### src/hsl_pkg.sv
// Shared constants for the HSL to RGB converter.
package hsl_pkg;

  localparam int DEF_FRAC_BITS = 12;
  localparam int STAGES        = 6;
  localparam int RGB_BITS      = 8;

endpackage

### src/hsl_in_if.sv
// Request channel carrying one HSL pixel.
interface hsl_in_if
  import hsl_pkg::*;
#(
  parameter int FRAC_BITS = DEF_FRAC_BITS
);
  logic                 valid;
  logic                 ready;
  logic [FRAC_BITS-1:0] hue;
  logic [FRAC_BITS:0]   saturation;
  logic [FRAC_BITS:0]   lightness;

  modport source (output valid, output hue, output saturation, output lightness, input ready);
  modport sink (input valid, input hue, input saturation, input lightness, output ready);
endinterface

### src/hsl_out_if.sv
// Request channel carrying one RGB pixel.
interface hsl_out_if
  import hsl_pkg::*;
();
  logic                valid;
  logic                ready;
  logic [RGB_BITS-1:0] red;
  logic [RGB_BITS-1:0] green;
  logic [RGB_BITS-1:0] blue;

  modport source (output valid, output red, output green, output blue, input ready);
  modport sink (input valid, input red, input green, input blue, output ready);
endinterface

### src/hsl_to_rgb.sv
// Top level of the pipelined HSL to RGB pixel converter.
//
//   Channel  Role    Payload
//   hsl      input   hue, saturation, lightness
//   rgb      output  red, green, blue
//
// Six register stages. One pixel per cycle is sustained while the output is ready;
// each stage holds its request while the stage after it is full and stalled, and
// empty stages still take new data.
// Reset empties the pipeline; the input is not ready during reset.
module hsl_to_rgb
  import hsl_pkg::*;
#(
  parameter int FRAC_BITS = DEF_FRAC_BITS
)(
  input logic       clk,
  input logic       rst,
  hsl_in_if.sink    hsl,
  hsl_out_if.source rgb
);

  logic [STAGES-1:0]    en;
  logic [FRAC_BITS+1:0] t_red;
  logic [FRAC_BITS+1:0] t_green;
  logic [FRAC_BITS+1:0] t_blue;
  logic [2*FRAC_BITS:0] p2;
  logic [2*FRAC_BITS:0] diff;

  hsl_ctrl u_ctrl (
    .clk       (clk),
    .rst       (rst),
    .in_valid  (hsl.valid),
    .in_ready  (hsl.ready),
    .out_valid (rgb.valid),
    .out_ready (rgb.ready),
    .en        (en)
  );

  hsl_front #(.FRAC_BITS(FRAC_BITS)) u_front (
    .clk        (clk),
    .en         (en),
    .hue        (hsl.hue),
    .saturation (hsl.saturation),
    .lightness  (hsl.lightness),
    .t_red      (t_red),
    .t_green    (t_green),
    .t_blue     (t_blue),
    .p2         (p2),
    .diff       (diff)
  );

  hsl_chan #(.FRAC_BITS(FRAC_BITS)) u_red (
    .clk   (clk),
    .en    (en),
    .t     (t_red),
    .p2    (p2),
    .diff  (diff),
    .level (rgb.red)
  );

  hsl_chan #(.FRAC_BITS(FRAC_BITS)) u_green (
    .clk   (clk),
    .en    (en),
    .t     (t_green),
    .p2    (p2),
    .diff  (diff),
    .level (rgb.green)
  );

  hsl_chan #(.FRAC_BITS(FRAC_BITS)) u_blue (
    .clk   (clk),
    .en    (en),
    .t     (t_blue),
    .p2    (p2),
    .diff  (diff),
    .level (rgb.blue)
  );

endmodule

### src/hsl_ctrl.sv
// Valid bits and per-stage load enables for the conversion pipeline.
module hsl_ctrl
  import hsl_pkg::*;
(
  input  logic              clk,
  input  logic              rst,
  input  logic              in_valid,
  output logic              in_ready,
  output logic              out_valid,
  input  logic              out_ready,
  output logic [STAGES-1:0] en
);

  logic [STAGES-1:0] valid;
  logic [STAGES-1:0] up;
  logic [STAGES-1:0] rdy;

  always_comb begin
    up[0] = in_valid;
    for (int k = 1; k < STAGES; k++) begin
      up[k] = valid[k-1];
    end
    rdy[STAGES-1] = !valid[STAGES-1] || out_ready;
    for (int k = STAGES - 2; k >= 0; k--) begin
      rdy[k] = !valid[k] || rdy[k+1];
    end
    en = up & rdy;
  end

  always_ff @(posedge clk) begin
    if (rst) begin
      valid <= '0;
    end else begin
      for (int k = 0; k < STAGES; k++) begin
        if (rdy[k]) begin
          valid[k] <= up[k];
        end
      end
    end
  end

  assign in_ready  = rdy[0] && !rst;
  assign out_valid = valid[STAGES-1];

  logic in_fire;
  logic out_fire;

  assign in_fire  = in_valid && in_ready;
  assign out_fire = out_valid && out_ready;

  a_reset_empty: assert property (@(posedge clk) rst |=> valid == '0)
    else $error("pipeline not empty after reset");

  a_count_hold: assert property (@(posedge clk) disable iff (rst)
    !$past(rst) && !$past(in_fire) && !$past(out_fire)
      |-> $countones(valid) == $past($countones(valid)))
    else $error("request count changed without a transfer");

  a_count_up: assert property (@(posedge clk) disable iff (rst)
    !$past(rst) && $past(in_fire) && !$past(out_fire)
      |-> $countones(valid) == $past($countones(valid)) + 1)
    else $error("accepted request was lost");

  a_bubble_ready: assert property (@(posedge clk) disable iff (rst)
    valid != {STAGES{1'b1}} |-> in_ready)
    else $error("input stalled while the pipeline has a free stage");

endmodule

### src/hsl_front.sv
// Clamping, lightness by saturation product, q and p, and hue ramp positions.
module hsl_front
  import hsl_pkg::*;
#(
  parameter int FRAC_BITS = DEF_FRAC_BITS
)(
  input  logic                 clk,
  input  logic [STAGES-1:0]    en,
  input  logic [FRAC_BITS-1:0] hue,
  input  logic [FRAC_BITS:0]   saturation,
  input  logic [FRAC_BITS:0]   lightness,
  output logic [FRAC_BITS+1:0] t_red,
  output logic [FRAC_BITS+1:0] t_green,
  output logic [FRAC_BITS+1:0] t_blue,
  output logic [2*FRAC_BITS:0] p2,
  output logic [2*FRAC_BITS:0] diff
);

  localparam int F = FRAC_BITS;
  localparam logic [F:0]   ONE_S   = (F+1)'(1 << F);
  localparam logic [F:0]   HALF_S  = (F+1)'(1 << (F - 1));
  localparam logic [F+2:0] ONE_X   = (F+3)'(1 << F);
  localparam logic [F+2:0] TWO_X   = (F+3)'(2 << F);
  localparam logic [F+2:0] THREE_X = (F+3)'(3 << F);

  logic [F:0]     s_cl;
  logic [F:0]     l_cl;
  logic [F+2:0]   h3x;
  logic [F+2:0]   r_sum;
  logic [F+2:0]   b_sum;
  logic [F+2:0]   r_wrap;
  logic [F+2:0]   b_wrap;

  logic [F:0]     l1;
  logic [F:0]     s1;
  logic [2*F+1:0] ls1;
  logic [F+1:0]   tr1;
  logic [F+1:0]   tg1;
  logic [F+1:0]   tb1;

  logic [2*F+1:0] q_lo;
  logic [2*F+1:0] q_hi;
  logic [2*F+1:0] q_full;
  logic [2*F:0]   q2;
  logic [F:0]     l2;

  logic [2*F+1:0] two_l;
  logic [2*F+1:0] p_full;
  logic [2*F+1:0] d_full;

  always_comb begin
    s_cl   = (saturation > ONE_S) ? ONE_S : saturation;
    l_cl   = (lightness > ONE_S) ? ONE_S : lightness;
    h3x    = (F+3)'({hue, 1'b0}) + (F+3)'(hue);
    r_sum  = h3x + ONE_X;
    b_sum  = h3x + TWO_X;
    r_wrap = (r_sum >= THREE_X) ? r_sum - THREE_X : r_sum;
    b_wrap = (b_sum >= THREE_X) ? b_sum - THREE_X : b_sum;
  end

  always_ff @(posedge clk) begin
    if (en[0]) begin
      l1  <= l_cl;
      s1  <= s_cl;
      ls1 <= (2*F+2)'(l_cl) * (2*F+2)'(s_cl);
      tr1 <= r_wrap[F+1:0];
      tg1 <= h3x[F+1:0];
      tb1 <= b_wrap[F+1:0];
    end
  end

  always_comb begin
    q_lo   = {1'b0, l1, {F{1'b0}}} + ls1;
    q_hi   = {(F+2)'(l1) + (F+2)'(s1), {F{1'b0}}} - ls1;
    q_full = (l1 < HALF_S) ? q_lo : q_hi;
  end

  always_ff @(posedge clk) begin
    if (en[1]) begin
      q2      <= q_full[2*F:0];
      l2      <= l1;
      t_red   <= tr1;
      t_green <= tg1;
      t_blue  <= tb1;
    end
  end

  always_comb begin
    two_l  = {l2, {(F+1){1'b0}}};
    p_full = two_l - {1'b0, q2};
    d_full = {q2, 1'b0} - two_l;
  end

  always_ff @(posedge clk) begin
    if (en[2]) begin
      p2   <= p_full[2*F:0];
      diff <= d_full[2*F:0];
    end
  end

endmodule

### src/hsl_chan.sv
// One colour channel: hue ramp weight, scaling by the q to p span, and rounding.
module hsl_chan
  import hsl_pkg::*;
#(
  parameter int FRAC_BITS = DEF_FRAC_BITS
)(
  input  logic                 clk,
  input  logic [STAGES-1:0]    en,
  input  logic [FRAC_BITS+1:0] t,
  input  logic [2*FRAC_BITS:0] p2,
  input  logic [2*FRAC_BITS:0] diff,
  output logic [RGB_BITS-1:0]  level
);

  localparam int F = FRAC_BITS;
  localparam logic [F+2:0]   ONE_X   = (F+3)'(1 << F);
  localparam logic [F+2:0]   THREE_X = (F+3)'(3 << F);
  localparam logic [F+2:0]   FOUR_X  = (F+3)'(4 << F);
  localparam logic [3*F+8:0] RND     = (3*F+9)'(1) << (3*F - 1);

  logic [F+2:0]   t2x;
  logic [F+2:0]   fall;
  logic [F:0]     weight;
  logic [F:0]     fac;
  logic [3*F:0]   prod;
  logic [2*F:0]   p2_d;
  logic [3*F:0]   c3;
  logic [3*F+8:0] scaled;

  // The weight is the ramp height in units of the q to p span, at scale one.
  always_comb begin
    t2x  = {t, 1'b0};
    fall = FOUR_X - t2x;
    if (t2x < ONE_X) begin
      weight = t2x[F:0];
    end else if (t2x < THREE_X) begin
      weight = ONE_X[F:0];
    end else if (t2x < FOUR_X) begin
      weight = fall[F:0];
    end else begin
      weight = '0;
    end
  end

  always_ff @(posedge clk) begin
    if (en[2]) begin
      fac <= weight;
    end
    if (en[3]) begin
      prod <= (3*F+1)'((3*F+2)'(diff) * (3*F+2)'(fac));
      p2_d <= p2;
    end
    if (en[4]) begin
      c3 <= {p2_d, {F{1'b0}}} + prod;
    end
    if (en[5]) begin
      level <= scaled[3*F+7:3*F];
    end
  end

  assign scaled = {c3, 8'b0} - (3*F+9)'(c3) + RND;

endmodule

### src/flat_wrapper.sv
// flat-port wrapper written by rule: the top's interface ports become plain ports
module hsl_to_rgb_flat import hsl_pkg::*;
#(
  parameter int FRAC_BITS = DEF_FRAC_BITS
)
  (clk, rst, hsl_valid, hsl_hue, hsl_saturation, hsl_lightness, hsl_ready, rgb_valid, rgb_red, rgb_green, rgb_blue, rgb_ready);
  hsl_in_if #(.FRAC_BITS(FRAC_BITS)) hsl_i ();
  hsl_out_if rgb_i ();
  input logic clk;
  input logic rst;
  input wire logic [$bits(hsl_i.valid)-1:0] hsl_valid;
  input wire logic [$bits(hsl_i.hue)-1:0] hsl_hue;
  input wire logic [$bits(hsl_i.saturation)-1:0] hsl_saturation;
  input wire logic [$bits(hsl_i.lightness)-1:0] hsl_lightness;
  output wire logic [$bits(hsl_i.ready)-1:0] hsl_ready;
  output wire logic [$bits(rgb_i.valid)-1:0] rgb_valid;
  output wire logic [$bits(rgb_i.red)-1:0] rgb_red;
  output wire logic [$bits(rgb_i.green)-1:0] rgb_green;
  output wire logic [$bits(rgb_i.blue)-1:0] rgb_blue;
  input wire logic [$bits(rgb_i.ready)-1:0] rgb_ready;
  assign hsl_i.valid = hsl_valid;
  assign hsl_i.hue = hsl_hue;
  assign hsl_i.saturation = hsl_saturation;
  assign hsl_i.lightness = hsl_lightness;
  assign hsl_ready = hsl_i.ready;
  assign rgb_valid = rgb_i.valid;
  assign rgb_red = rgb_i.red;
  assign rgb_green = rgb_i.green;
  assign rgb_blue = rgb_i.blue;
  assign rgb_i.ready = rgb_ready;
  hsl_to_rgb #(.FRAC_BITS(FRAC_BITS)) u_core (.clk(clk), .rst(rst), .hsl(hsl_i), .rgb(rgb_i));
endmodule
### config.mk
export PLATFORM = sky130hd
export DESIGN_NAME = hsl_to_rgb_flat
export DESIGN_NICKNAME = d
export VERILOG_FILES = /design/src/hsl_pkg.sv /design/src/hsl_in_if.sv /design/src/hsl_out_if.sv /design/src/hsl_to_rgb.sv /design/src/hsl_ctrl.sv /design/src/hsl_front.sv /design/src/hsl_chan.sv /design/src/flat_wrapper.sv
export SDC_FILE = /design/constraint.sdc
export NUM_CORES = 2
export LEC_CHECK = 0
export ABC_AREA = 1
export BUFFER_PORTS_ARGS = -buffer_cell sky130_fd_sc_hd__buf_2
export CORE_MARGIN = 2
export CORE_UTILIZATION = 45
export DETAILED_ROUTE_END_ITERATION = 7
export GPL_TIMING_DRIVEN = 0
export SYNTH_ARGS = -nofsm -noshare
export SYNTH_HDL_FRONTEND = slang
export SYNTH_SLANG_ARGS = --single-unit
### constraint.sdc
create_clock -name clk -period 7.4 [get_ports clk]
set_input_delay 0.74 -clock clk [delete_from_list [all_inputs] [get_ports clk]]
set_output_delay 0.74 -clock clk [all_outputs]
set_load 0.01 [all_outputs]
==> impl_metrics.yaml <==
setup_path:
  cp_max_fo: 10
  crit_buf_inv: 5
  critPathLaunchType: "register"
  path_delay_family: "adder cells"
  worst_setup_path_end_kind: "register"
  slowest_delay_ns: 0.96
  worstPathCellList: "clkbuf_1 > clkbuf_1 > nand2_1 > fa_1 > inv_1 > fa_1 > inv_1 > fa_1 > inv_1 > fa_1 > fa_1 > ha_1 > a21oi_1 > o21ai_0 > nand2_1 > nand3_1 > a21oi_1 > nand2_1 > nand2_1 > nand2_1"
  critPathKind: "register to register"
  required_ns: 7.79
  cp_slowest_cell: "clkbuf_1"
  crit_arrival_ns: 7.10
routing:
  drtIter0Drc: 4454
  dr_total_vias: 53990
  routed_wl_um: 196500
  dr.pass1.iters: 6
  avgViaCountPerCell: 5.148
  routedWlPerCell_um: 18.74
  drc: 0
  ant_nets: 0
sta:
  period_minus_slack_ns: 6.707
  max_freq_mhz: 149.1
  skew_ns: 0.03762
  drv_slew: 0
  fin_crit_sh_pct: 90.63
  slew-limit-headroom_pct: 11.95
  worstMarginPinSlew_ns: 1.321
  hold_ws_ns: 0.2911
  setup_viol: 0
  hold_viol: 0
  tns_ns: 0
  rsz0062_at_grt: "no"
layout:
  utilization_pct: 48.47
  syn2layout_area_growth_pct: 7.239
  final_cell_mix: "nand2_1, inv_1, fa_1, ha_1, nor2_1"
  layout-drive-gt1-share_pct: 2.264
  multiInputGateArea_um2: 43530
  antenna_cells: 0
  fin_nets: 10020
  postLayoutCellArea_um2: 70380
  seq_area_um2: 14080
  fillers: 14510
  final_common_cell: "nand2_1"
global_route:
  grt_usage_pct: 26.84
  grt.overflow.total: 0
  grt_antenna_before_repair: 5
  grt_pass1_wl_um: 305300
  grt_max_degree: 101
  grt_pass1_vias: 53560
synthesis:
  yosys_warnings: 0
  syn_area_per_cell_um2: 7.814
  synth-seq-cells: 471
  synth_edf_count: 465
  synthArstFlopShare_pct: 0
  ys_types: 45
  synth_nets: 9897
  synth_cells: 8399
  synth_seq_area_share_pct: 21.46
  synthFlopType: "edfxtp_1"
  syn_area_um2: 65630
clock_network:
  cts_root_buf: "clkbuf_16"
  clock_path_buffers: 3
  path_clk_slew_ns: 0.06
  ctsHoldBuffers: 0
  insertion_delay_ns: 0.67
  cts_tree: "done"
  cts_made_buffers: 54
  cts_resized: 0
  clock-sinks: 471
  postCtsSetupBuffers: 0
  htree_levels: 2
placement:
  io_buffers: 65
  postPlaceCellArea_um2: 68530
  post-dp-hpwl_um: 168000
  gp_congestion: 0.9821
floorplan:
  fp.dieW_um: 385.9
  start_util_pct: 45.20
  coreArea_um2: 145200
  rows: 140
  die_h_um: 385.9
  design.die.area_um2: 148900
  io-pin-count: 68
hold_path:
  hp-class: "primary input to register"
power_and_ir_drop:
  combPwrFrac_pct: 37.2
  p_clk_share_pct: 28.6
  switching_share_pct: 38.01
  power_switching_mw: 3.746
  p_leak_nw: 35.70
  irDropWorstVdd_v: 0.0001712
  p_per_area_nw_per_um2: 140.0
  pwr-share-seq_pct: 34.2
  total_power_mw: 9.856
  internal_power_mw: 6.110
job:
  maxCapViolations: 0
outcome:
  status: "completed"
## power by group through the flow
stage	combinational [mW]	sequential, mW	clock [mW]
6_report	3.67	3.37	2.82
5_1_grt	4.12	3.38	2.99
2_1_floorplan	2.52	3.36	0
3_5_place_dp	3.60	3.42	0
4_1_cts	3.62	3.37	2.90
3_3_place_gp	3.57	3.43	0
## metal layers
layer,part of all wire [%],track usage (%),wire (µm)
met1,44,37.01,87080
met2,45,43.44,88790
met3,6.7,3.573,13220
met4,3.8,9.158,7440
met5,0,0,0
## layout make-up
| class | instances | share of cell area, % |
|---|---|---|
| Buffer | 186 | 1.026 |
| Clock buffer | 65 | 1.979 |
| Clock inverter | 35 | 0.6471 |
| Inverter | 1951 | 10.42 |
| Multi-Input combinational cell | 5791 | 61.85 |
| Sequential cell | 471 | 20.01 |
| Tap cell | 1917 | 3.408 |
| Timing Repair Buffer | 71 | 0.6649 |
## synth_stat cells, types with 19 or more instances
cell type / n / share of area (%)
inv_1: 1933 / 11
nand3b_1: 19 / 0.22
edfxtp_1: 465 / 21
ha_1: 669 / 13
xnor2_1: 57 / 0.76
nor2_1: 546 / 3.1
o21bai_1: 29 / 0.33
clkbuf_1: 175 / 1.0
nand4_1: 88 / 0.84
a21oi_1: 377 / 2.9
nand2_1: 2376 / 14
nor4_1: 21 / 0.20
nor3_1: 73 / 0.56
o22ai_1: 25 / 0.24
fa_1: 787 / 24
nand3_1: 287 / 2.2
xor2_1: 162 / 2.2
o21ai_0: 172 / 1.3
## flip-flops by register name, indices dropped and copies added, names as in the netlist, 8 cells and up
register              flops
u_core.u_front.l1        13
u_core.u_front.s1        13
u_core.u_front.diff      23
u_core.u_blue.c3         35
u_core.u_green.c3        35
u_core.u_green.level      8
u_core.u_front.q2        25
u_core.u_front.t_red     14
u_core.u_green.fac       12
u_core.u_red.level        8
u_core.u_blue.prod       35
u_core.u_red.c3          35
u_core.u_red.fac         12
u_core.u_blue.fac        12
u_core.u_blue.level       8
u_core.u_front.tr1       14
u_core.u_front.ls1       25
u_core.u_green.prod      35
u_core.u_red.prod        35
u_core.u_front.p2        25
u_core.u_front.l2        12
u_core.u_red.p2_d        25
## cell families (layout without fill, tap and decap cells)
family / Yosys count / in the layout / synth area share [%]
AOI/OAI and AO/OA: 669 / 669 / 5.504
xor gates and xnor gates: 219 / 219 / 2.923
adders and majority gates: 1456 / 1456 / 36.76
buffers and inverters: 2137 / 2308 / 12.26
and+or+nand+nor: 3447 / 3447 / 21.10
DFF: 471 / 471 / 21.46
## final timing paths
| kind | startpoint | end | slack [ns] | depth (start not counted) |
|---|---|---|---|---|
| max | u_core.u_front.diff[24]$_DFFE_PP_ | u_core.u_green.prod[35]$_DFFE_PP_ | 0.69 | 20 |
| min reg2reg | u_core.u_front.p2[7]$_DFFE_PP_ | u_core.u_red.p2_d[7]$_DFFE_PP_ | 0.39 | 0 |
| min | hsl_hue[0] | u_core.u_front.tr1[0]$_DFFE_PP_ | 0.29 | 1 |
| max reg2reg | u_core.u_front.diff[24]$_DFFE_PP_ | u_core.u_green.prod[35]$_DFFE_PP_ | 0.69 | 20 |
## through the flow
stage	std cells	worst slack (ns)
after floorplan	8399	1.843
after global placement	10380	-0.4969
after detailed placement	10390	0.8383
after CTS	10490	0.8604
after global routing	10490	0.4518
final	10490	0.6934
(Power assumes the default switching activity.)
